[src/sv/ple_pkg.sv]
// Package for the positional list engine: request and status codes, FSM states, control buses.
package ple_pkg;

    typedef enum logic [2:0] {
        REQ_CLEAR  = 3'd0,
        REQ_READ   = 3'd1,
        REQ_INSERT = 3'd2,
        REQ_DELETE = 3'd3,
        REQ_SEARCH = 3'd4,
        REQ_UPDATE = 3'd5
    } t_req;

    typedef enum logic [2:0] {
        ST_OK        = 3'd0,
        ST_BAD_POS   = 3'd1,
        ST_FULL      = 3'd2,
        ST_NOT_FOUND = 3'd3,
        ST_BAD_REQ   = 3'd4
    } t_status;

    typedef enum logic [3:0] {
        S_IDLE,
        S_EXEC,
        S_READ,
        S_INS_CHK,
        S_INS_WR,
        S_DEL_CHK,
        S_DEL_WR,
        S_SRCH_CHK,
        S_SRCH_CMP,
        S_DONE
    } t_state;

    typedef enum logic [1:0] {
        ADR_POSM1,
        ADR_IDX,
        ADR_IDXM1,
        ADR_IDXP1
    } t_addr_sel;

    typedef enum logic {
        WR_VALUE,
        WR_SHIFT
    } t_wsel;

    typedef enum logic [2:0] {
        IDX_HOLD,
        IDX_COUNT,
        IDX_POSM1,
        IDX_ZERO,
        IDX_INC,
        IDX_DEC
    } t_idx_op;

    typedef enum logic [1:0] {
        CNT_HOLD,
        CNT_CLR,
        CNT_INC,
        CNT_DEC
    } t_cnt_op;

    typedef struct packed {
        logic      latch;
        logic      mem_rd;
        logic      mem_wr;
        t_addr_sel addr_sel;
        t_wsel     wsel;
        t_idx_op   idx_op;
        t_cnt_op   cnt_op;
        logic      res_we;
        t_status   res_status;
        logic      res_rd;
        logic      res_found;
    } t_cmd;

    typedef struct packed {
        t_req req;
        logic pos_ok;
        logic pos_ok_ins;
        logic full;
        logic ins_more;
        logic del_more;
        logic srch_more;
        logic match;
    } t_stat;

endpackage

[src/sv/ple_dp.sv]
// Datapath of the positional list engine: entry memory, count, index and result registers.
module ple_dp #(
    parameter int DEPTH = 128
) (
    input  logic               i_clk,
    input  logic               i_rst_n,
    input  ple_pkg::t_cmd      i_cmd,
    input  logic [2:0]         i_req_type,
    input  logic [7:0]         i_position,
    input  logic signed [31:0] i_item_value,
    output ple_pkg::t_stat     o_stat,
    output logic [2:0]         o_status,
    output logic signed [31:0] o_read_value,
    output logic [7:0]         o_found_position,
    output logic [7:0]         o_element_count
);
    import ple_pkg::*;

    localparam int AW   = $clog2(DEPTH);
    localparam int CW   = $clog2(DEPTH + 1);
    localparam int CMPW = ((CW > 8) ? CW : 8) + 1;

    logic signed [31:0] mem [DEPTH];

    logic [2:0]         r_req;
    logic [7:0]         r_pos;
    logic signed [31:0] r_val;
    logic [CW-1:0]      r_count;
    logic [CW-1:0]      n_count;
    logic [CW-1:0]      r_idx;
    logic [CW-1:0]      n_idx;
    logic signed [31:0] r_rdata;
    t_status            r_status;
    logic signed [31:0] r_rd_value;
    logic [7:0]         r_found;

    logic [CMPW-1:0]    pos_w;
    logic [CMPW-1:0]    cnt_w;
    logic [CMPW-1:0]    idx_w;
    logic [CMPW-1:0]    addr_w;
    logic [AW-1:0]      addr;
    logic signed [31:0] wdata;

    assign pos_w = CMPW'(r_pos);
    assign cnt_w = CMPW'(r_count);
    assign idx_w = CMPW'(r_idx);

    always_comb begin
        case (i_cmd.addr_sel)
            ADR_POSM1: addr_w = pos_w - CMPW'(1);
            ADR_IDX:   addr_w = idx_w;
            ADR_IDXM1: addr_w = idx_w - CMPW'(1);
            ADR_IDXP1: addr_w = idx_w + CMPW'(1);
            default:   addr_w = idx_w;
        endcase
    end

    assign addr  = addr_w[AW-1:0];
    assign wdata = (i_cmd.wsel == WR_SHIFT) ? r_rdata : r_val;

    always_comb begin
        case (i_cmd.idx_op)
            IDX_COUNT: n_idx = r_count;
            IDX_POSM1: n_idx = CW'(pos_w - CMPW'(1));
            IDX_ZERO:  n_idx = '0;
            IDX_INC:   n_idx = CW'(idx_w + CMPW'(1));
            IDX_DEC:   n_idx = CW'(idx_w - CMPW'(1));
            default:   n_idx = r_idx;
        endcase
    end

    always_comb begin
        case (i_cmd.cnt_op)
            CNT_CLR: n_count = '0;
            CNT_INC: n_count = CW'(cnt_w + CMPW'(1));
            CNT_DEC: n_count = CW'(cnt_w - CMPW'(1));
            default: n_count = r_count;
        endcase
    end

    always_ff @(posedge i_clk) begin
        if (i_cmd.mem_wr) begin
            mem[addr] <= wdata;
        end
        if (i_cmd.mem_rd) begin
            r_rdata <= mem[addr];
        end
    end

    always_ff @(posedge i_clk) begin
        if (!i_rst_n) begin
            r_count <= '0;
        end else begin
            r_count <= n_count;
        end
    end

    always_ff @(posedge i_clk) begin
        r_idx <= n_idx;
        if (i_cmd.latch) begin
            r_req <= i_req_type;
            r_pos <= i_position;
            r_val <= i_item_value;
        end
        if (i_cmd.res_we) begin
            r_status   <= i_cmd.res_status;
            r_rd_value <= i_cmd.res_rd ? r_rdata : '0;
            r_found    <= i_cmd.res_found ? 8'(idx_w + CMPW'(1)) : '0;
        end
    end

    always_comb begin
        o_stat.req        = t_req'(r_req);
        o_stat.pos_ok     = (pos_w != '0) && (pos_w <= cnt_w);
        o_stat.pos_ok_ins = (pos_w != '0) && (pos_w <= cnt_w + CMPW'(1));
        o_stat.full       = (cnt_w == CMPW'(DEPTH));
        o_stat.ins_more   = (idx_w >= pos_w);
        o_stat.del_more   = (idx_w + CMPW'(1) < cnt_w);
        o_stat.srch_more  = (idx_w < cnt_w);
        o_stat.match      = (r_rdata == r_val);
    end

    assign o_status         = r_status;
    assign o_read_value     = r_rd_value;
    assign o_found_position = r_found;
    assign o_element_count  = 8'(r_count);

    a_count_bound: assert property (@(posedge i_clk) disable iff (!i_rst_n)
        cnt_w <= CMPW'(DEPTH))
        else $error("entry count above depth");

    a_count_step: assert property (@(posedge i_clk) disable iff (!i_rst_n)
        $past(i_rst_n) && (r_count != $past(r_count)) |->
        (r_count == $past(r_count) + 1) || (r_count == $past(r_count) - 1) ||
        (r_count == '0))
        else $error("entry count moved by more than one");

    a_one_port_op: assert property (@(posedge i_clk) disable iff (!i_rst_n)
        !(i_cmd.mem_rd && i_cmd.mem_wr))
        else $error("memory read and write in the same cycle");

    a_full_no_grow: assert property (@(posedge i_clk) disable iff (!i_rst_n)
        o_stat.full |-> i_cmd.cnt_op != CNT_INC)
        else $error("count increment on a full list");

endmodule

[config.mk]
export PLATFORM = sky130hd
export DESIGN_NAME = ple_dp
export DESIGN_NICKNAME = d
export VERILOG_FILES = /design/src/sv/ple_pkg.sv /design/src/sv/ple_dp.sv
export SDC_FILE = /design/constraint.sdc
export NUM_CORES = 2
export LEC_CHECK = 0
export BUFFER_PORTS_ARGS = -buffer_cell sky130_fd_sc_hd__buf_4
export CAP_MARGIN = 15
export CORE_MARGIN = 2
export CORE_UTILIZATION = 45
export DETAILED_ROUTE_END_ITERATION = 10
export PLACE_DENSITY = 0.57
export SETUP_SLACK_MARGIN = 0.3
export SYNTH_ARGS = -nofsm -noshare
export SYNTH_HDL_FRONTEND = slang
export SYNTH_SLANG_ARGS = --single-unit
[constraint.sdc]
create_clock -name i_clk -period 5.93 [get_ports i_clk]
set_input_delay 0.2965 -clock i_clk [delete_from_list [all_inputs] [get_ports i_clk]]
set_output_delay 0.2965 -clock i_clk [all_outputs]
set_load 0.03 [all_outputs]
==> flow_summary_export.csv <==
group,metric,value,unit
outcome,status,"finished clean",
yosys,syn-num-nets,9815,
power_and_ir_drop,power.switching,20.7,mW
power_and_ir_drop,vdd_drop_max,284,µV
clock_network,htreeDepth,5,
place,hpwlAfterDp,319000,µm
power_and_ir_drop,p_int,53.0,mW
place,placed_cell_area,179000,µm²
timing,clock_skew,0.0471,ns
global_route,grt_pass1_wl,730000,µm
setup_path,worstPathCellList,"buf_4 -> o21ai_4 -> nand2_4 -> buf_12 -> buf_12 -> buf_4 -> mux2i_1 -> o22ai_1 -> o21ai_0 -> a41oi_1 -> buf_4 -> or4_1",
yosys,synth-compound-area-share,8.80,%
route,drt-total-wl,529000,µm
timing,drv_slew,0,
power_and_ir_drop,totalPowerFinal,73.7,mW
power_and_ir_drop,p_seq_share,47.6,%
power_and_ir_drop,pwr-share-clk,35.8,%
yosys,yosysWarningCount,0,
route,drtPass1Iterations,6,
place,dp_cells,14692,
setup_path,r2r_slack,0.32,ns
route,wl_per_cell,33.8,µm
yosys,synth.avg_cell_area,17.3,µm²
layout,fin_util,52.1,%
yosys,synthFlopType,"edfxtp_1",
setup_path,crit_family,"buffers and inverters",
yosys,synth.area.mux_share,11.4,%
layout,final_common_cell,"edfxtp_1",
yosys,netlist_area,167000,µm²
layout,postLayoutCellArea,194000,µm²
yosys,synth_edf_count,4222,
route,drt_first_iter_violations,13214,
setup_path,crit_start,"r_idx[0]$_DFFE_PP_",
die,dieHeight,614,µm
global_route,overflow,0,
clock_network,clockBufferDepth,4,
timing,rsz0062_at_grt,"no",
route,vias_per_cell,6.23,
layout,fillers,29562,
die,fp.coreArea,371000,µm²
flow_run,drv_cap,0,
route,route.vias.total,97410,
layout,num-nets-final,10372,
power_and_ir_drop,p_leak,64.0,nW
yosys,yosysSeqAreaShare,75.8,%
global_route,antenna_found_initial,55,
setup_path,crit_fanout,44,
layout,drive_gt1_share,14.2,%
yosys,synth-xor-area-share,0.303,%
clock_network,cts_root_buffer,"clkbuf_16",
route,ant_nets,0,
layout,layout_common_cells,"edfxtp_1 (4222), mux2i_1 (1865), o22ai_1 (906)",
setup_path,cp.arrival,6.35,ns
place,globalplace.congestion,0.877,
yosys,synth_top_family_by_area,"multiplexers",
layout,final_cells,15632,
yosys,synthCells,9707,
clock_network,cts_sinks,4230,
yosys,yosys_register_bits,4230,
hold_path,hold_start,"i_item_value[21]",
power_and_ir_drop,power_switching_share,28.1,%
timing,period_needed,5.61,ns
clock_network,clock_latency,1.00,ns
die,num_rows,224,
setup_path,r2r-start,"r_idx[0]$_DFFE_PP_",
timing,worst-slew-pin-transition,1.29,ns
die,initial_core_util,45.1,%
power_and_ir_drop,combPwrFrac,16.6,%
setup_path,crit_required,6.67,ns
global_route,grt_pass1_vias,93077,
yosys,synth_cell_types,61,
setup_path,path_class,"flip-flop to flip-flop",
timing,max-slew-margin-rel,13.0,%
yosys,synth_fa_ha_area_share,0.344,%
layout,register_area,127000,µm²
setup_path,max_stage_delay,0.64,ns
yosys,synthSimpleGateAreaFrac,1.52,%
die,chipWidth,614,µm
clock_network,numCtsBuffers,437,
die,dieArea,377000,µm²
power_and_ir_drop,power_density,381,nW/µm²
timing,hold_viol_final,0,
hold_path,hold_path_class,"primary input to flip-flop",
timing,setup_violations,0,
clock_network,clk_pin_slew,0.06,ns
global_route,grt_max_degree,121,
setup_path,critPathSlowestCell,"o21ai_0",
setup_path,crit_path_end_kind,"flip-flop",
layout,multi_input_area,38500,µm²
setup_path,critPathMostFrequentCell,"buf_4",
timing,clock.fmax,178,MHz
clock_network,cts_setup_buffers,0,
place,numPortBuffers,122,
setup_path,path_buf_inv,5,
clock_network,cts_tree,"done",
timing,fin_crit_sh,94.5,%
route,route.detailed.drc,0,
yosys,synthArstFlopShare,0,%
die,num_io_pins,123,
setup_path,start_kind,"flip-flop",
global_route,grt_usage,27.5,%
layout,syn_to_final_growth,15.6,%
## final timing paths
path,to,cells after the start
worst min register to register,o_element_count[4]$_SDFFE_PN0P_,2
worst max-delay path,r_rdata[19]$_DFFE_PP_,12
worst max register to register,r_rdata[19]$_DFFE_PP_,12
worst min-delay path,r_val[21]$_DFFE_PP_,2
## state kept, by name, indices dropped and copies added (netlist names)
name / count
o_status: 3
o_read_value: 32
r_req: 3
o_found_position: 8
mem: 4096
r_rdata: 32
r_idx: 8
r_pos: 8
o_element_count: 8
r_val: 32
## power groups by stage
stage,logic [mW],registers (mW),clock network (mW)
after floorplan,5.97,35.6,0
after detailed placement,12.0,35.7,0
after global placement,11.8,35.7,0
after global routing,12.6,35.1,27.8
final,12.2,35.1,26.4
after CTS,12.1,35.1,26.7
## repair_timing
action                                  in CTS  in global routing
gates resized for setup                      3                  0
hold buffers                               103                  0
hold endpoints to repair                   193                  0
endpoints found under the setup margin       1                  0
## cells by family after synthesis
group                      count (synthesis)
and+or+nand+nor                          478
adders and majority gates                 46
DFF                                     4230
muxes                                   1898
AOI/OAI and AO/OA                       2281
xor gates and xnor gates                  58
buffers and inverters                    716
## worst register-to-register path: stages, from the launching register on
cell and delay (ns):
edfxtp_1 0.50, buf_4 0.60, o21ai_4 0.14, nand2_4 0.60, buf_12 0.42, buf_12 0.43, buf_4 0.33, mux2i_1 0.21
o22ai_1 0.15, o21ai_0 0.64, a41oi_1 0.57, buf_4 0.33, or4_1 0.46
## cells in the mapped netlist, types with 87 or more instances
master    count  area, µm²
a41oi_1     128       1120
o21ai_1     111        556
nor3_1      142        711
clkbuf_1    330       1240
a22oi_1     128        961
o21ai_0     416       2080
a221oi_1    118       1030
buf_2       324       1620
a21oi_1     214       1070
mux2i_1    1865      18700
o22ai_1     906       5670
nand2_1      87        327
edfxtp_1   4222     127000
## area by class of cell
class                   count  share of cell area, %
repair buffers            808                   4.21
well taps                4972                   3.21
clock inverters           242                   1.09
inverters                  26                 0.0504
flip-flops and latches   4230                   65.6
multi-input cells        4761                   19.9
clock buffers             547                   5.92
diodes                     46                 0.0595
## metrics by stage
step	worst slack, ns	hold slack, ns	TNS, ns
floorplan	0.641	0.395	0
global placement	-0.215	0.477	-0.364
detailed placement	0.0250	0.476	0
CTS	0.452	0.0166	0
global route	0.336	0.0544	0
finish	0.324	0.0617	0
## routing by layer
layer / wire, µm / share of wire, % / up-vias / GRT usage, %
met5: 70 / 0.013 / - / 0
met4: 22200 / 4.2 / 10 / 10.7
met3: 49600 / 9.4 / 784 / 4.46
met2: 242000 / 46 / 4878 / 42.5
met1: 215000 / 41 / 50855 / 39.0
li1: - / - / 40883 / -
Power figures use the tool's default switching activity.
