[config.mk]
export PLATFORM = sky130hd
export DESIGN_NAME = ple_ctrl
export DESIGN_NICKNAME = d
export VERILOG_FILES = /design/src/sv/ple_pkg.sv /design/src/sv/ple_ctrl.sv
export SDC_FILE = /design/constraint.sdc
export NUM_CORES = 1
export LEC_CHECK = 0
export ABC_CLOCK_PERIOD_IN_PS = 1600
export BUFFER_PORTS_ARGS = -buffer_cell sky130_fd_sc_hd__buf_2
export CORE_UTILIZATION = 41
export CTS_CLUSTER_DIAMETER = 150
export DETAILED_ROUTE_END_ITERATION = 6
export PLACE_DENSITY = 0.75
export SLEW_MARGIN = 20
export SYNTH_ARGS = -nofsm -noshare
export SYNTH_HDL_FRONTEND = slang
export SYNTH_SLANG_ARGS = --single-unit
export TNS_END_PERCENT = 10
[constraint.sdc]
create_clock -name i_clk -period 1.6 [get_ports i_clk]
set_input_delay 0.32 -clock i_clk [delete_from_list [all_inputs] [get_ports i_clk]]
set_output_delay 0.32 -clock i_clk [all_outputs]
set_load 0.02 [all_outputs]
[src/sv/ple_pkg.sv]
// Package for the positional list engine: request and status codes, FSM states, control buses.
package ple_pkg;

    typedef enum logic [2:0] {
        REQ_CLEAR  = 3'd0,
        REQ_READ   = 3'd1,
        REQ_INSERT = 3'd2,
        REQ_DELETE = 3'd3,
        REQ_SEARCH = 3'd4,
        REQ_UPDATE = 3'd5
    } t_req;

    typedef enum logic [2:0] {
        ST_OK        = 3'd0,
        ST_BAD_POS   = 3'd1,
        ST_FULL      = 3'd2,
        ST_NOT_FOUND = 3'd3,
        ST_BAD_REQ   = 3'd4
    } t_status;

    typedef enum logic [3:0] {
        S_IDLE,
        S_EXEC,
        S_READ,
        S_INS_CHK,
        S_INS_WR,
        S_DEL_CHK,
        S_DEL_WR,
        S_SRCH_CHK,
        S_SRCH_CMP,
        S_DONE
    } t_state;

    typedef enum logic [1:0] {
        ADR_POSM1,
        ADR_IDX,
        ADR_IDXM1,
        ADR_IDXP1
    } t_addr_sel;

    typedef enum logic {
        WR_VALUE,
        WR_SHIFT
    } t_wsel;

    typedef enum logic [2:0] {
        IDX_HOLD,
        IDX_COUNT,
        IDX_POSM1,
        IDX_ZERO,
        IDX_INC,
        IDX_DEC
    } t_idx_op;

    typedef enum logic [1:0] {
        CNT_HOLD,
        CNT_CLR,
        CNT_INC,
        CNT_DEC
    } t_cnt_op;

    typedef struct packed {
        logic      latch;
        logic      mem_rd;
        logic      mem_wr;
        t_addr_sel addr_sel;
        t_wsel     wsel;
        t_idx_op   idx_op;
        t_cnt_op   cnt_op;
        logic      res_we;
        t_status   res_status;
        logic      res_rd;
        logic      res_found;
    } t_cmd;

    typedef struct packed {
        t_req req;
        logic pos_ok;
        logic pos_ok_ins;
        logic full;
        logic ins_more;
        logic del_more;
        logic srch_more;
        logic match;
    } t_stat;

endpackage

[src/sv/ple_ctrl.sv]
// Controller FSM of the positional list engine: sequences requests over the datapath.
module ple_ctrl (
    input  logic           i_clk,
    input  logic           i_rst_n,
    input  logic           i_valid,
    output logic           o_ready,
    output logic           o_valid,
    input  logic           i_ready,
    input  ple_pkg::t_stat i_stat,
    output ple_pkg::t_cmd  o_cmd
);
    import ple_pkg::*;

    t_state r_state;
    t_state n_state;

    always_ff @(posedge i_clk) begin
        if (!i_rst_n) begin
            r_state <= S_IDLE;
        end else begin
            r_state <= n_state;
        end
    end

    always_comb begin
        n_state = r_state;
        o_cmd   = '0;
        o_ready = 1'b0;
        o_valid = 1'b0;
        case (r_state)
            S_IDLE: begin
                o_ready = 1'b1;
                if (i_valid) begin
                    o_cmd.latch = 1'b1;
                    n_state     = S_EXEC;
                end
            end
            S_EXEC: begin
                n_state = S_DONE;
                case (i_stat.req)
                    REQ_CLEAR: begin
                        o_cmd.cnt_op     = CNT_CLR;
                        o_cmd.res_we     = 1'b1;
                        o_cmd.res_status = ST_OK;
                    end
                    REQ_READ: begin
                        if (i_stat.pos_ok) begin
                            o_cmd.mem_rd   = 1'b1;
                            o_cmd.addr_sel = ADR_POSM1;
                            n_state        = S_READ;
                        end else begin
                            o_cmd.res_we     = 1'b1;
                            o_cmd.res_status = ST_BAD_POS;
                        end
                    end
                    REQ_INSERT: begin
                        if (i_stat.full) begin
                            o_cmd.res_we     = 1'b1;
                            o_cmd.res_status = ST_FULL;
                        end else if (!i_stat.pos_ok_ins) begin
                            o_cmd.res_we     = 1'b1;
                            o_cmd.res_status = ST_BAD_POS;
                        end else begin
                            o_cmd.idx_op = IDX_COUNT;
                            n_state      = S_INS_CHK;
                        end
                    end
                    REQ_DELETE: begin
                        if (i_stat.pos_ok) begin
                            o_cmd.idx_op = IDX_POSM1;
                            n_state      = S_DEL_CHK;
                        end else begin
                            o_cmd.res_we     = 1'b1;
                            o_cmd.res_status = ST_BAD_POS;
                        end
                    end
                    REQ_SEARCH: begin
                        o_cmd.idx_op = IDX_ZERO;
                        n_state      = S_SRCH_CHK;
                    end
                    REQ_UPDATE: begin
                        o_cmd.res_we = 1'b1;
                        if (i_stat.pos_ok) begin
                            o_cmd.mem_wr     = 1'b1;
                            o_cmd.addr_sel   = ADR_POSM1;
                            o_cmd.wsel       = WR_VALUE;
                            o_cmd.res_status = ST_OK;
                        end else begin
                            o_cmd.res_status = ST_BAD_POS;
                        end
                    end
                    default: begin
                        o_cmd.res_we     = 1'b1;
                        o_cmd.res_status = ST_BAD_REQ;
                    end
                endcase
            end
            S_READ: begin
                o_cmd.res_we     = 1'b1;
                o_cmd.res_status = ST_OK;
                o_cmd.res_rd     = 1'b1;
                n_state          = S_DONE;
            end
            S_INS_CHK: begin
                if (i_stat.ins_more) begin
                    o_cmd.mem_rd   = 1'b1;
                    o_cmd.addr_sel = ADR_IDXM1;
                    n_state        = S_INS_WR;
                end else begin
                    o_cmd.mem_wr     = 1'b1;
                    o_cmd.addr_sel   = ADR_POSM1;
                    o_cmd.wsel       = WR_VALUE;
                    o_cmd.cnt_op     = CNT_INC;
                    o_cmd.res_we     = 1'b1;
                    o_cmd.res_status = ST_OK;
                    n_state          = S_DONE;
                end
            end
            S_INS_WR: begin
                o_cmd.mem_wr   = 1'b1;
                o_cmd.addr_sel = ADR_IDX;
                o_cmd.wsel     = WR_SHIFT;
                o_cmd.idx_op   = IDX_DEC;
                n_state        = S_INS_CHK;
            end
            S_DEL_CHK: begin
                if (i_stat.del_more) begin
                    o_cmd.mem_rd   = 1'b1;
                    o_cmd.addr_sel = ADR_IDXP1;
                    n_state        = S_DEL_WR;
                end else begin
                    o_cmd.cnt_op     = CNT_DEC;
                    o_cmd.res_we     = 1'b1;
                    o_cmd.res_status = ST_OK;
                    n_state          = S_DONE;
                end
            end
            S_DEL_WR: begin
                o_cmd.mem_wr   = 1'b1;
                o_cmd.addr_sel = ADR_IDX;
                o_cmd.wsel     = WR_SHIFT;
                o_cmd.idx_op   = IDX_INC;
                n_state        = S_DEL_CHK;
            end
            S_SRCH_CHK: begin
                if (i_stat.srch_more) begin
                    o_cmd.mem_rd   = 1'b1;
                    o_cmd.addr_sel = ADR_IDX;
                    n_state        = S_SRCH_CMP;
                end else begin
                    o_cmd.res_we     = 1'b1;
                    o_cmd.res_status = ST_NOT_FOUND;
                    n_state          = S_DONE;
                end
            end
            S_SRCH_CMP: begin
                if (i_stat.match) begin
                    o_cmd.res_we     = 1'b1;
                    o_cmd.res_status = ST_OK;
                    o_cmd.res_found  = 1'b1;
                    n_state          = S_DONE;
                end else begin
                    o_cmd.idx_op = IDX_INC;
                    n_state      = S_SRCH_CHK;
                end
            end
            S_DONE: begin
                o_valid = 1'b1;
                if (i_ready) begin
                    n_state = S_IDLE;
                end
            end
            default: begin
                n_state = S_IDLE;
            end
        endcase
    end

endmodule

==> summary.md, run 1 <==
| Metric | Value |
|---|---|
| RSZ-0062 raised after global routing | `true` |
| GRT Overall Usage | `25.6%` |
| Vias in the first global route | `832` |
| Worst hold path class | `input port to register` |
| Post-synth top flop | `dfxtp_1` |
| Final Critical Period | `1.98 ns` |
| Setup TNS | `-3.12 ns` |
| RR Endpoint | `r_state[3]$_SDFFE_PN0P_` |
| Mapped Area | `692 µm²` |
| H-tree depth | `1` |
| Global-route wire length before repair | `3680 µm` |
| CTS clock-pin slew for the worst setup and hold paths | `0.04 ns` |
| Area after DPL | `1050 µm²` |
| Num rows | `14` |
| Placer Congestion | `0.884` |
| CTS Sinks | `4` |
| Cell variety after synth | `43` |
| Area of the multi-input gates | `617 µm²` |
| Hold path endpoint | `r_state[0]$_SDFFE_PN0P_` |
| PD cells | `763 nW/µm²` |
| Least-Margin Pin Slew | `0.307 ns` |
| Hold Buf Count CTS | `0` |
| Worst path required time | `1.28 ns` |
| Vias per cell | `5.78` |
| Status | `finished, violations left` |
| Met1 GRT Util | `32.4%` |
| Total grt overflow | `0` |
| Origin of the worst min-delay path | `i_ready` |
| R2R Setup Slk | `-0.11 ns` |
| Fillers | `107` |
| WL/cell | `14.0 µm` |
| # setup viols final | `16` |
| Post-synth EDFFs | `0` |
| Top-area cell type share of the netlist area | `11.6%` |
| N_diodes | `0` |
| Failing checks | `negative setup slack` |
| Final period util | `124%` |
| Reg2reg start | `r_state[1]$_SDFFE_PN0P_` |
| Syn Inst Count | `95` |
| FF/Latch Area | `83.8 µm²` |
| Placed cell count | `161` |
| Starting density of the core | `44.9%` |
| Die Ht | `43.1 µm` |
| Total power | `900 µW` |
| Global Route met3 Usage | `4.26%` |
| Max-cap violation count | `0` |
| Asr flop ratio synth | `0%` |
| Die area | `1860 µm²` |
| DR pass1 iterations | `4` |
| Crit path launch type | `register` |
| Clock Tree Buf Depth | `2` |
| Worst VDD drop | `0.673 mV` |
| Slowest-stage cell, CP | `or4b_4` |
| Worst EP arrival | `1.66 ns` |
| Final ANT Viol Nets | `0` |
| Drt total wl | `2310 µm` |
| Synth area leader | `dfxtp_1` |
| Cell with the most instances after synthesis | `a21oi_1` |
| Clk Latency, worst-skew pair | `0.23 ns` |
| Post-route DRC | `0` |
| CTS tree | `built` |
| Synthesis-to-finish area growth | `70.5%` |
| Synth warn | `0` |
| Syn nets | `109` |
| Synth top area cells | `dfxtp_1, a21oi_1, nand3b_1` |
| Crit path cell chain | `or4b_4, nand2b_4, o221a_4, nand2_2, buf_6` |
| Routed vias | `953` |
| Port Buffer Count | `32` |
| Max Freq | `506 MHz` |
| Largest stage delay, worst path | `0.56 ns` |
| Final instance area | `1180 µm²` |
| LEAKAGE | `0.552 nW` |
| Hold Fails Final Rpt | `0` |
| Largest regs | `r_state x4` |
| Fin. max-slew vios | `0` |
| Final core occ | `76.5%` |
| Final Instance Count excl. Fillers | `165` |
| Share of layout cells above drive strength 1 | `58.4%` |
| Fin nets | `165` |
| Worst r2r path cells | `6` |
| CORE AREA | `1540 µm²` |
| Register area share after synthesis | `11.6%` |
| Crit-path max FO | `4` |
| Busiest layer in global routing | `met2` |
| DRT iter0 DRCs | `3` |
| Post-DP HPWL | `1690 µm` |
| Clock skew | `0.00390 ns` |
| Largest register FFs | `4` |
| CP Capture Type | `output port` |
| Reg with most FFs | `r_state` |
| Worst Hold Depth | `2` |
| Io pins | `33` |
| CTS root buffer | `clkbuf_4` |
| Initial antenna violation count | `0` |
| Pre-CTS setup slack | `-0.151 ns` |
| CP Class | `register to output port` |
| Die X | `43.1 µm` |
| Met2 usage | `41.8%` |
| Num CTS Buffers | `3` |
| Post-route setup slack | `-0.377 ns` |
| WHS | `0.310 ns` |
| Synthesis-stage register bit count | `4` |
| Largest net degree at the start of global routing | `22` |
| Synthesized area per cell | `7.28 µm²` |
| Relative slew slack | `79.4%` |
[cell usage in the layout (no fill, tap or decap), types with 3 or more instances in the layout]
| cell | count |
|---|---|
| clkbuf_4 | 3 |
| nand2_1 | 5 |
| buf_4 | 31 |
| dfxtp_2 | 3 |
| nor2_1 | 6 |
| nand2b_1 | 5 |
| buf_2 | 22 |
| buf_6 | 7 |
| o21ai_0 | 3 |
| a21oi_2 | 3 |
| a21oi_1 | 7 |
| nand3b_1 | 6 |
[how the worst max path moves through the flow]
| stage | startpoint | end |
|---|---|---|
| 3_3_place_gp | i_stat[9] | o_cmd[8] |
| 4_1_cts | r_state[1]$_SDFFE_PN0P_ | o_cmd[5] |
| 6_report | r_state[1]$_SDFFE_PN0P_ | o_cmd[5] |
| 3_5_place_dp | r_state[3]$_SDFFE_PN0P_ | o_cmd[5] |
| 2_1_floorplan | r_state[1]$_SDFFE_PN0P_ | o_cmd[1] |
| 5_1_grt | r_state[1]$_SDFFE_PN0P_ | o_cmd[15] |
[critical path: cells and delay by family (launching register included)]
kind / cells / cell delay [ns]
AOI/OAI and AO/OA: 1 / 0.22
DFF: 1 / 0.31
buffers and inverters: 1 / 0.11
and+or+nand+nor: 3 / 0.78
[cell type report]
class | instances | share of cell area, %
Multi-Input combinational cell | 81 | 52.3
Timing Repair Buffer | 61 | 37.0
Clock buffer | 3 | 1.91
Sequential cell | 4 | 7.10
Tap cell | 16 | 1.70
[layer usage]
| layer | wire length [µm] | vias up |
|---|---|---|
| met5 | 0 | - |
| met1 | 987 | 456 |
| met2 | 1240 | 24 |
| li1 | - | 471 |
| met4 | 20 | 0 |
| met3 | 62 | 2 |
[power breakdown]
| part | internal [mW] | leakage (nW) | total, mW | switching (mW) |
|---|---|---|---|---|
| Combinational | 0.331 | 0.504 | 0.652 | 0.321 |
| Clock | 0.0835 | 0.0138 | 0.120 | 0.0366 |
| Sequential | 0.118 | 0.0342 | 0.128 | 0.0102 |
| Total | 0.532 | 0.552 | 0.900 | 0.368 |
[cell families after synthesis]
logic type	after synthesis	synth area share, %
flops	4	11.6
buf+inv	10	6.15
simple gates	51	49.5
mux	2	2.89
compound gates	28	29.8
[timing repair]
item	in CTS	in global routing
buffers inserted	1	0
hold endpoints to repair	0	0
gates resized for setup	24	8
pin swaps	3	1
setup endpoints to repair	18	21
No activity file was read; power rests on OpenSTA's default activity.
==> inputs of run 2 (changes only) <==
Settings changed: TNS_END_PERCENT 10 to default.
==> run 2 against run 1 <==
Compared with the run above: the flow now stops in global routing; synthesized cell count unchanged; area after synthesis did not move.
==> summary.md, run 2 <==
| Metric | Value |
|---|---|
| Status | `aborted with a tool error (was finished, violations left)` |
| Failed at | `global routing` |
| Err | `[ERROR DPL-0038] Utilization greater than 100%, impossible to legalize` |
| Die Ht | `43.1 µm (unchanged)` |
| H-tree depth | `1 (unchanged)` |
| GRT worst endpoint | `o_cmd[15]` |
| Io pins | `33 (unchanged)` |
| Syn Inst Count | `95 (unchanged)` |
| Largest family of logic cells by synthesized area | `simple AND/OR/NAND/NOR gates (unchanged)` |
| Mux share of post-synthesis cell area | `2.89% (unchanged)` |
| Synthesized area per cell | `7.28 µm² (unchanged)` |
| Kind of the worst endpoint | `top-level output` |
| Synth warn | `0 (unchanged)` |
| Synth Area in Simple Gates | `49.5% (unchanged)` |
| CTS root buffer | `clkbuf_4 (unchanged)` |
| Asr flop ratio synth | `0% (unchanged)` |
| Register area share after synthesis | `11.6% (unchanged)` |
| Clock Tree Buf Depth | `2 (unchanged)` |
| Post-DP HPWL | `1790 µm (was 1690 µm)` |
| CTS Sinks | `4 (unchanged)` |
| Largest net degree at the start of global routing | `18` |
| Mapped Area | `692 µm² (unchanged)` |
| Placed cell count | `158 (was 161)` |
| Post-synth EDFFs | `0 (unchanged)` |
| Cell with the most instances after synthesis | `a21oi_1 (unchanged)` |
| Adder-cell share of the synthesized area | `0% (unchanged)` |
| Port Buffer Count | `32 (unchanged)` |
| Post-synth top flop | `dfxtp_1 (unchanged)` |
| Die X | `43.1 µm (unchanged)` |
| Syn nets | `109 (unchanged)` |
| Synth Area in Compound Gates | `29.8% (unchanged)` |
| Pre-CTS setup slack | `-0.162 ns (was -0.151 ns)` |
| Num CTS Buffers | `3 (unchanged)` |
| Starting density of the core | `44.9% (unchanged)` |
| Cell variety after synth | `43 (unchanged)` |
| Num rows | `14 (unchanged)` |
| Top-area cell type share of the netlist area | `11.6% (unchanged)` |
| Placer Congestion | `0.824 (was 0.884)` |
| Post-Synth XOR/XNOR Area | `0% (unchanged)` |
| Synthesis-stage register bit count | `4 (unchanged)` |
| Synth top area cells | `dfxtp_1, a21oi_1, nand3b_1 (unchanged)` |
| Synth area leader | `dfxtp_1 (unchanged)` |
run 2: metrics by stage:
stage                     util (%)  hold WS (ns)  TNS (ns)  area, µm²
after CTS                     89.2         0.301     -3.04       1380
after global placement        69.1         0.542    -0.547       1060
after detailed placement      69.1         0.541    -0.698       1060
after floorplan                  -         0.422     -1.03        759
run 2: cells by family after synthesis:
| logic type | count (synthesis) |
|---|---|
| flip-flops | 4 |
| AND/OR/NAND/NOR | 51 |
| AO/OA/AOI/OAI | 28 |
| multiplexers | 2 |
| buffers and inverters | 10 |
run 2: repair_timing:
action	4_1_cts
hold buffers	0
setup buffers	11
setup endpoints to repair	19
pin swaps	14
gates resized for setup	53
==> inputs of run 3 (changes only) <==
Settings changed: ABC_CLOCK_PERIOD_IN_PS 1600 to 2100, CORE_AREA from default to 2 2 63 65, CORE_UTILIZATION 41 to default, CTS_CLUSTER_DIAMETER 150 to default, DIE_AREA from default to 0 0 65 67, PLACE_DENSITY 0.75 to default, PLACE_DENSITY_LB_ADDON from default to 0.15.
Clock period 1.6 ns to 2.1 ns, I/O delays scaled along.
==> run 3 against run 2 <==
Compared with the run above: the run now ends clean.
==> summary.md, run 3 (same netlist as run 1, synthesis figures left out) <==
| Metric | Value |
|---|---|
| Setup TNS | `0 ns` |
| Hold Fails Final Rpt | `0` |
| WHS | `0.432 ns` |
| CTS Sinks | `4 (unchanged)` |
| LEAKAGE | `0.445 nW` |
| WL/cell | `12.8 µm` |
| Commonest non-fill, non-tap cells in the layout | `buf_2, a21oi_1` |
| Final period util | `98.7%` |
| Initial antenna violation count | `0` |
| CORE AREA | `3610 µm²` |
| Fin nets | `143` |
| Final Instance Count excl. Fillers | `175` |
| Total grt overflow | `0` |
| Max-cap violation count | `0` |
| DR pass1 iterations | `4` |
| Drt total wl | `2250 µm` |
| CTS tree | `built` |
| CTS clock-pin slew for the worst setup and hold paths | `0.03 ns` |
| Port Buffer Count | `32 (unchanged)` |
| CP Capture Type | `output port` |
| Vias per cell | `4.91` |
| Final Critical Period | `2.07 ns` |
| Commonest non-fill, non-tap cell in the layout | `buf_2` |
| Starting density of the core | `19.2% (was 44.9%)` |
| Largest net degree at the start of global routing | `22` |
| Slowest-stage cell, CP | `or4bb_1` |
| Final ANT Viol Nets | `0` |
| Clock Tree Buf Depth | `2 (unchanged)` |
| Least-Margin Pin Slew | `0.417 ns` |
| Die area | `4360 µm²` |
| Routed vias | `860` |
| GRT Overall Usage | `11.0%` |
| Placed cell count | `172 (was 158)` |
| Largest register FFs | `4` |
| DRT iter0 DRCs | `30` |
| Status | `completed (was aborted with a tool error)` |
| Final instance area | `1010 µm²` |
| Die Ht | `67 µm (was 43.1 µm)` |
| Worst VDD drop | `0.178 mV` |
| Post-DP HPWL | `1790 µm (about the same)` |
| Num rows | `22 (was 14)` |
| Share of layout cells above drive strength 1 | `44.9%` |
| PD cells | `652 nW/µm²` |
| N_diodes | `0` |
| CTS root buffer | `clkbuf_8 (was clkbuf_4)` |
| Synthesis-to-finish area growth | `45.8%` |
| Reg with most FFs | `r_state` |
| # setup viols final | `0` |
| CP Class | `register to output port` |
| Largest regs | `r_state x4` |
| Max Freq | `483 MHz` |
| Vias in the first global route | `847` |
| Fillers | `415` |
| Crit path launch type | `register` |
| RSZ-0062 raised after global routing | `true` |
| Clk Latency, worst-skew pair | `0.22 ns` |
| Worst hold path class | `input port to register` |
| Num CTS Buffers | `3 (unchanged)` |
| Crit path cell chain | `buf_4, or4bb_1, a21oi_1, a41o_1, buf_4` |
| Worst path required time | `1.68 ns` |
| Io pins | `33 (unchanged)` |
| CP most frequent cell | `buf_4` |
| Die X | `65 µm (was 43.1 µm)` |
| Clock skew | `0.000557 ns` |
| Global-route wire length before repair | `3770 µm` |
| Hold Buf Count CTS | `0 (unchanged)` |
| Worst EP arrival | `1.65 ns` |
| Post-route DRC | `0` |
| Crit-path max FO | `9` |
| Placer Congestion | `0.744 (was 0.824)` |
| Area after DPL | `928 µm² (was 1060 µm²)` |
| H-tree depth | `1 (unchanged)` |
| Largest stage delay, worst path | `0.50 ns` |
| Relative slew slack | `72.1%` |
| Fin. max-slew vios | `0` |
run 3: cell type report:
cell class | count | area, µm² | area share, %
Clock buffer | 3 | 41.3 | 4.09
Timing Repair Buffer | 39 | 229 | 22.7
Multi-Input combinational cell | 81 | 597 | 59.2
Sequential cell | 4 | 81.3 | 8.06
Tap cell | 48 | 60.1 | 5.96
run 3: worst paths after layout:
| path | to | slack [ns] | from | cells past startpoint |
|---|---|---|---|---|
| setup reg to reg | r_state[0]$_SDFFE_PN0P_ | 0.52 | r_state[0]$_SDFFE_PN0P_ | 5 |
| setup / recovery | o_cmd[14] | 0.03 | r_state[0]$_SDFFE_PN0P_ | 5 |
| hold reg to reg | r_state[0]$_SDFFE_PN0P_ | 0.73 | r_state[0]$_SDFFE_PN0P_ | 3 |
| hold / removal | r_state[0]$_SDFFE_PN0P_ | 0.43 | i_ready | 2 |
run 3: critical path, delay by kind of cell, from the launching register on:
| family | cells | cell delay, ns |
|---|---|---|
| simple gates | 1 | 0.50 |
| flops | 1 | 0.34 |
| buf+inv | 2 | 0.31 |
| compound gates | 2 | 0.28 |
run 3: repair_timing:
action                     CTS  global route
buffers inserted             0             0
resized for setup            3             8
setup endpoints to repair    3             7
run 3: through the flow:
| stage | worst slack, ns | util [%] | total power, mW |
|---|---|---|---|
| 2_1_floorplan | 0.104 | - | 0.362 |
| 3_3_place_gp | 0.110 | 25.7 | 0.479 |
| 3_5_place_dp | 0.0976 | 25.7 | 0.478 |
| 4_1_cts | 0.00792 | 27.1 | 0.648 |
| 5_1_grt | -0.0254 | 28.0 | 0.707 |
| 6_report | 0.0282 | 28.0 | 0.657 |
run 3: report_power, final:
group	switching (mW)	total, mW	internal, mW
clock network	0.0397	0.162	0.122
logic	0.220	0.399	0.178
registers	0.00835	0.0969	0.0885
run 3: per-layer routing:
layer,wire length (µm),part of all wire (%),track usage [%]
met1,936,42,12.8
met3,116,5.2,2.20
met5,0,0,0
met4,56,2.5,6.38
met2,1140,51,18.6
==> inputs of run 4 (changes only) <==
Settings changed: ABC_AREA from default to 1.
==> run 4 against run 3 <==
Compared with the run above: clock-buffer cell count is the same; setup slack gained 0.17 ns; critical path type unchanged; sequential power grew 43%; largest power group unchanged.
==> summary.md, run 4 <==
| Metric | Value |
|---|---|
| Sw Ratio | `53.4% (was 40.8%)` |
| DRT iter0 DRCs | `25 (was 30)` |
| CP Class | `register to output port (unchanged)` |
| CTS clock-pin slew for the worst setup and hold paths | `0.03 ns (about the same)` |
| Commonest non-fill, non-tap cells in the layout | `nand2_1, buf_2, nand3_1 (was buf_2, a21oi_1)` |
| Placed cell count | `199 (was 172)` |
| Top-area cell type share of the netlist area | `20.5% (was 11.6%)` |
| Power Internal | `380 µW (was 389 µW)` |
| Post-synth EDFFs | `0 (unchanged)` |
| Worst VDD drop | `0.193 mV (was 0.178 mV)` |
| Synth top area cells | `nand2_1, nand3_1, dfxtp_1 (was dfxtp_1, a21oi_1, nand3b_1)` |
| Synthesis-stage register bit count | `4 (unchanged)` |
| H-tree depth | `1 (unchanged)` |
| Initial antenna violation count | `0 (unchanged)` |
| Hold path endpoint | `r_state[0]$_SDFFE_PN0P_ (unchanged)` |
| Sw Pwr | `435 µW (was 268 µW)` |
| Origin of the worst min-delay path | `i_rst_n (was i_ready)` |
| Final ANT Viol Nets | `0 (unchanged)` |
| LEAKAGE | `0.542 nW (was 0.445 nW)` |
| Die Ht | `67 µm (unchanged)` |
| Register area share after synthesis | `13.3% (was 11.6%)` |
| R2R Setup Slk | `0.78 ns (was 0.52 ns)` |
| Gate power share | `63.2% (was 60.6%)` |
| Worst path required time | `1.68 ns (about the same)` |
| RSZ-0062 raised after global routing | `false (was true)` |
| Share of layout cells above drive strength 1 | `29.9% (was 44.9%)` |
| Synth area leader | `nand2_1 (was dfxtp_1)` |
| Final Instance Count excl. Fillers | `202 (was 175)` |
| Setup TNS | `0 ns (unchanged)` |
| Crit path launch type | `register (unchanged)` |
| Io pins | `33 (unchanged)` |
| Post-synth top flop | `dfxtp_1 (unchanged)` |
| Synthesized area per cell | `5.08 µm² (was 7.28 µm²)` |
| Port Buffer Count | `32 (unchanged)` |
| Hold Fails Final Rpt | `0 (unchanged)` |
| Largest net degree at the start of global routing | `8 (was 22)` |
| Post-synth top cells | `nand2_1, nand3_1, inv_1` |
| Num CTS Buffers | `3 (unchanged)` |
| Reg2reg start | `r_state[1]$_SDFFE_PN0P_ (was r_state[0]$_SDFFE_PN0P_)` |
| Worst hold path class | `input port to register (unchanged)` |
| Busiest layer in global routing | `met2 (unchanged)` |
| Post-route DRC | `0 (unchanged)` |
| Worst EP arrival | `1.48 ns (was 1.65 ns)` |
| Synthesis-to-finish area growth | `43.3% (was 45.8%)` |
| Global Route met3 Usage | `3.21% (was 2.20%)` |
| Clock Tree Buf Depth | `2 (unchanged)` |
| WL/cell | `10.5 µm (was 12.8 µm)` |
| Part of the power in registers | `17.1% (was 14.7%)` |
| GRT Overall Usage | `10.3% (was 11.0%)` |
| Placer Congestion | `0.768 (was 0.744)` |
| Syn nets | `133 (was 109)` |
| Total grt overflow | `0 (unchanged)` |
| Relative slew slack | `77.9% (was 72.1%)` |
| N_diodes | `0 (unchanged)` |
| Final period util | `90.4% (was 98.7%)` |
| Worst r2r path cells | `6 (was 5)` |
| Asr flop ratio synth | `0% (unchanged)` |
| Crit-path max FO | `7 (was 9)` |
| Fin. max-slew vios | `0 (unchanged)` |
| Synth warn | `0 (unchanged)` |
| Cell with the most instances after synthesis | `nand2_1 (was a21oi_1)` |
| CTS-repair resized insts | `0 (was 3)` |
| Fin nets | `170 (was 143)` |
| Starting density of the core | `16.8% (was 19.2%)` |
| CTS Sinks | `4 (unchanged)` |
| Largest regs | `r_state x4 (unchanged)` |
| Num rows | `22 (unchanged)` |
| PD cells | `942 nW/µm² (was 652 nW/µm²)` |
| Clock skew | `0.00132 ns (was 0.000557 ns)` |
| DR pass1 iterations | `4 (unchanged)` |
| Vias in the first global route | `791 (was 847)` |
| Met1 GRT Util | `12.7% (was 12.8%)` |
| Postcts setup bufs | `0 (unchanged)` |
| Met2 usage | `17.9% (was 18.6%)` |
| Clk Latency, worst-skew pair | `0.21 ns (was 0.22 ns)` |
| Final core occ | `24.0% (was 28.0%)` |
| Die X | `65 µm (unchanged)` |
| Drt total wl | `2120 µm (was 2250 µm)` |
| Largest register FFs | `4 (unchanged)` |
| CORE AREA | `3610 µm² (unchanged)` |
| Worst Hold Depth | `3 (was 2)` |
| Least-Margin Pin Slew | `0.328 ns (was 0.417 ns)` |
| Routed vias | `833 (was 860)` |
| Post-DP HPWL | `1860 µm (was 1790 µm)` |
| CP Capture Type | `output port (unchanged)` |
| Die area | `4360 µm² (unchanged)` |
| # setup viols final | `0 (unchanged)` |
| Hold Buf Count CTS | `0 (unchanged)` |
| Cell variety after synth | `20 (was 43)` |
| Max Freq | `527 MHz (was 483 MHz)` |
| Global-route wire length before repair | `3490 µm (was 3770 µm)` |
| Max-cap violation count | `0 (unchanged)` |
| Vias per cell | `4.12 (was 4.91)` |
| RR Endpoint | `r_state[3]$_SDFFE_PN0P_ (was r_state[0]$_SDFFE_PN0P_)` |
| Clock power share | `19.7% (was 24.6%)` |
| Final Critical Period | `1.90 ns (was 2.07 ns)` |
| Status | `completed (unchanged)` |
| Commonest non-fill, non-tap cell in the layout | `nand2_1 (was buf_2)` |
| Syn Inst Count | `119 (was 95)` |
| CTS root buffer | `clkbuf_8 (unchanged)` |
| Mapped Area | `604 µm² (was 692 µm²)` |
| Reg with most FFs | `r_state (unchanged)` |
| CTS tree | `built (unchanged)` |
[run 4: per-layer routing]
| metal | part of all wire (%) | vias up |
|---|---|---|
| li1 | - | 453 |
| met1 | 47 | 357 |
| met2 | 48 | 23 |
| met3 | 5.3 | 0 |
| met4 | 0 | 0 |
| met5 | 0 | - |
[run 4: how the worst max path moves through the flow]
stage	start	to	slack [ns]	cells past startpoint
6_report	r_state[0]$_SDFFE_PN0P_	o_cmd[5]	0.20	7
5_1_grt	r_state[2]$_SDFFE_PN0P_	o_cmd[14]	0.05	7
4_1_cts	r_state[0]$_SDFFE_PN0P_	o_cmd[5]	0.18	7
3_5_place_dp	i_stat[9]	o_cmd[15]	0.35	7
3_3_place_gp	i_stat[9]	o_cmd[15]	0.36	7
2_1_floorplan	r_state[0]$_SDFFE_PN0P_	o_cmd[4]	0.35	4
[run 4: critical path, cell delays in order, from the launching register on]
cell	delay (ns)
dfxtp_1	0.45
inv_2	0.09
nor2_4	0.13
nand2_2	0.13
inv_2	0.13
nand2_1	0.09
nand3_1	0.08
buf_2	0.16
[run 4: through the flow]
stage	area [µm²]	total power [mW]	hold WS (ns)	setup WS, ns
2_1_floorplan	604	0.496	0.522	0.351
3_3_place_gp	825	0.667	0.581	0.358
3_5_place_dp	825	0.663	0.563	0.352
4_1_cts	866	0.829	0.474	0.176
5_1_grt	866	0.897	0.505	0.0537
6_report	866	0.815	0.477	0.202
[run 4: layout make-up]
type	instances	area, µm²
clock buffers	3	41.3
fillers	442	2740
inverters	23	86.3
multi-input cells	92	438
flip-flops and latches	4	80.1
well taps	48	60.1
repair buffers	32	160
[run 4: cells by family after synthesis]
| family | share of synthesized area [%] |
|---|---|
| and+or+nand+nor | 65.2 |
| DFF | 13.3 |
| AOI/OAI and AO/OA | 7.25 |
| buffers and inverters | 14.3 |
[run 4: power groups by stage]
stage	logic, mW	clock network [mW]	registers, mW
2_1_floorplan	0.364	0	0.132
3_3_place_gp	0.525	0	0.141
3_5_place_dp	0.523	0	0.139
4_1_cts	0.525	0.165	0.140
5_1_grt	0.580	0.172	0.145
6_report	0.515	0.161	0.139
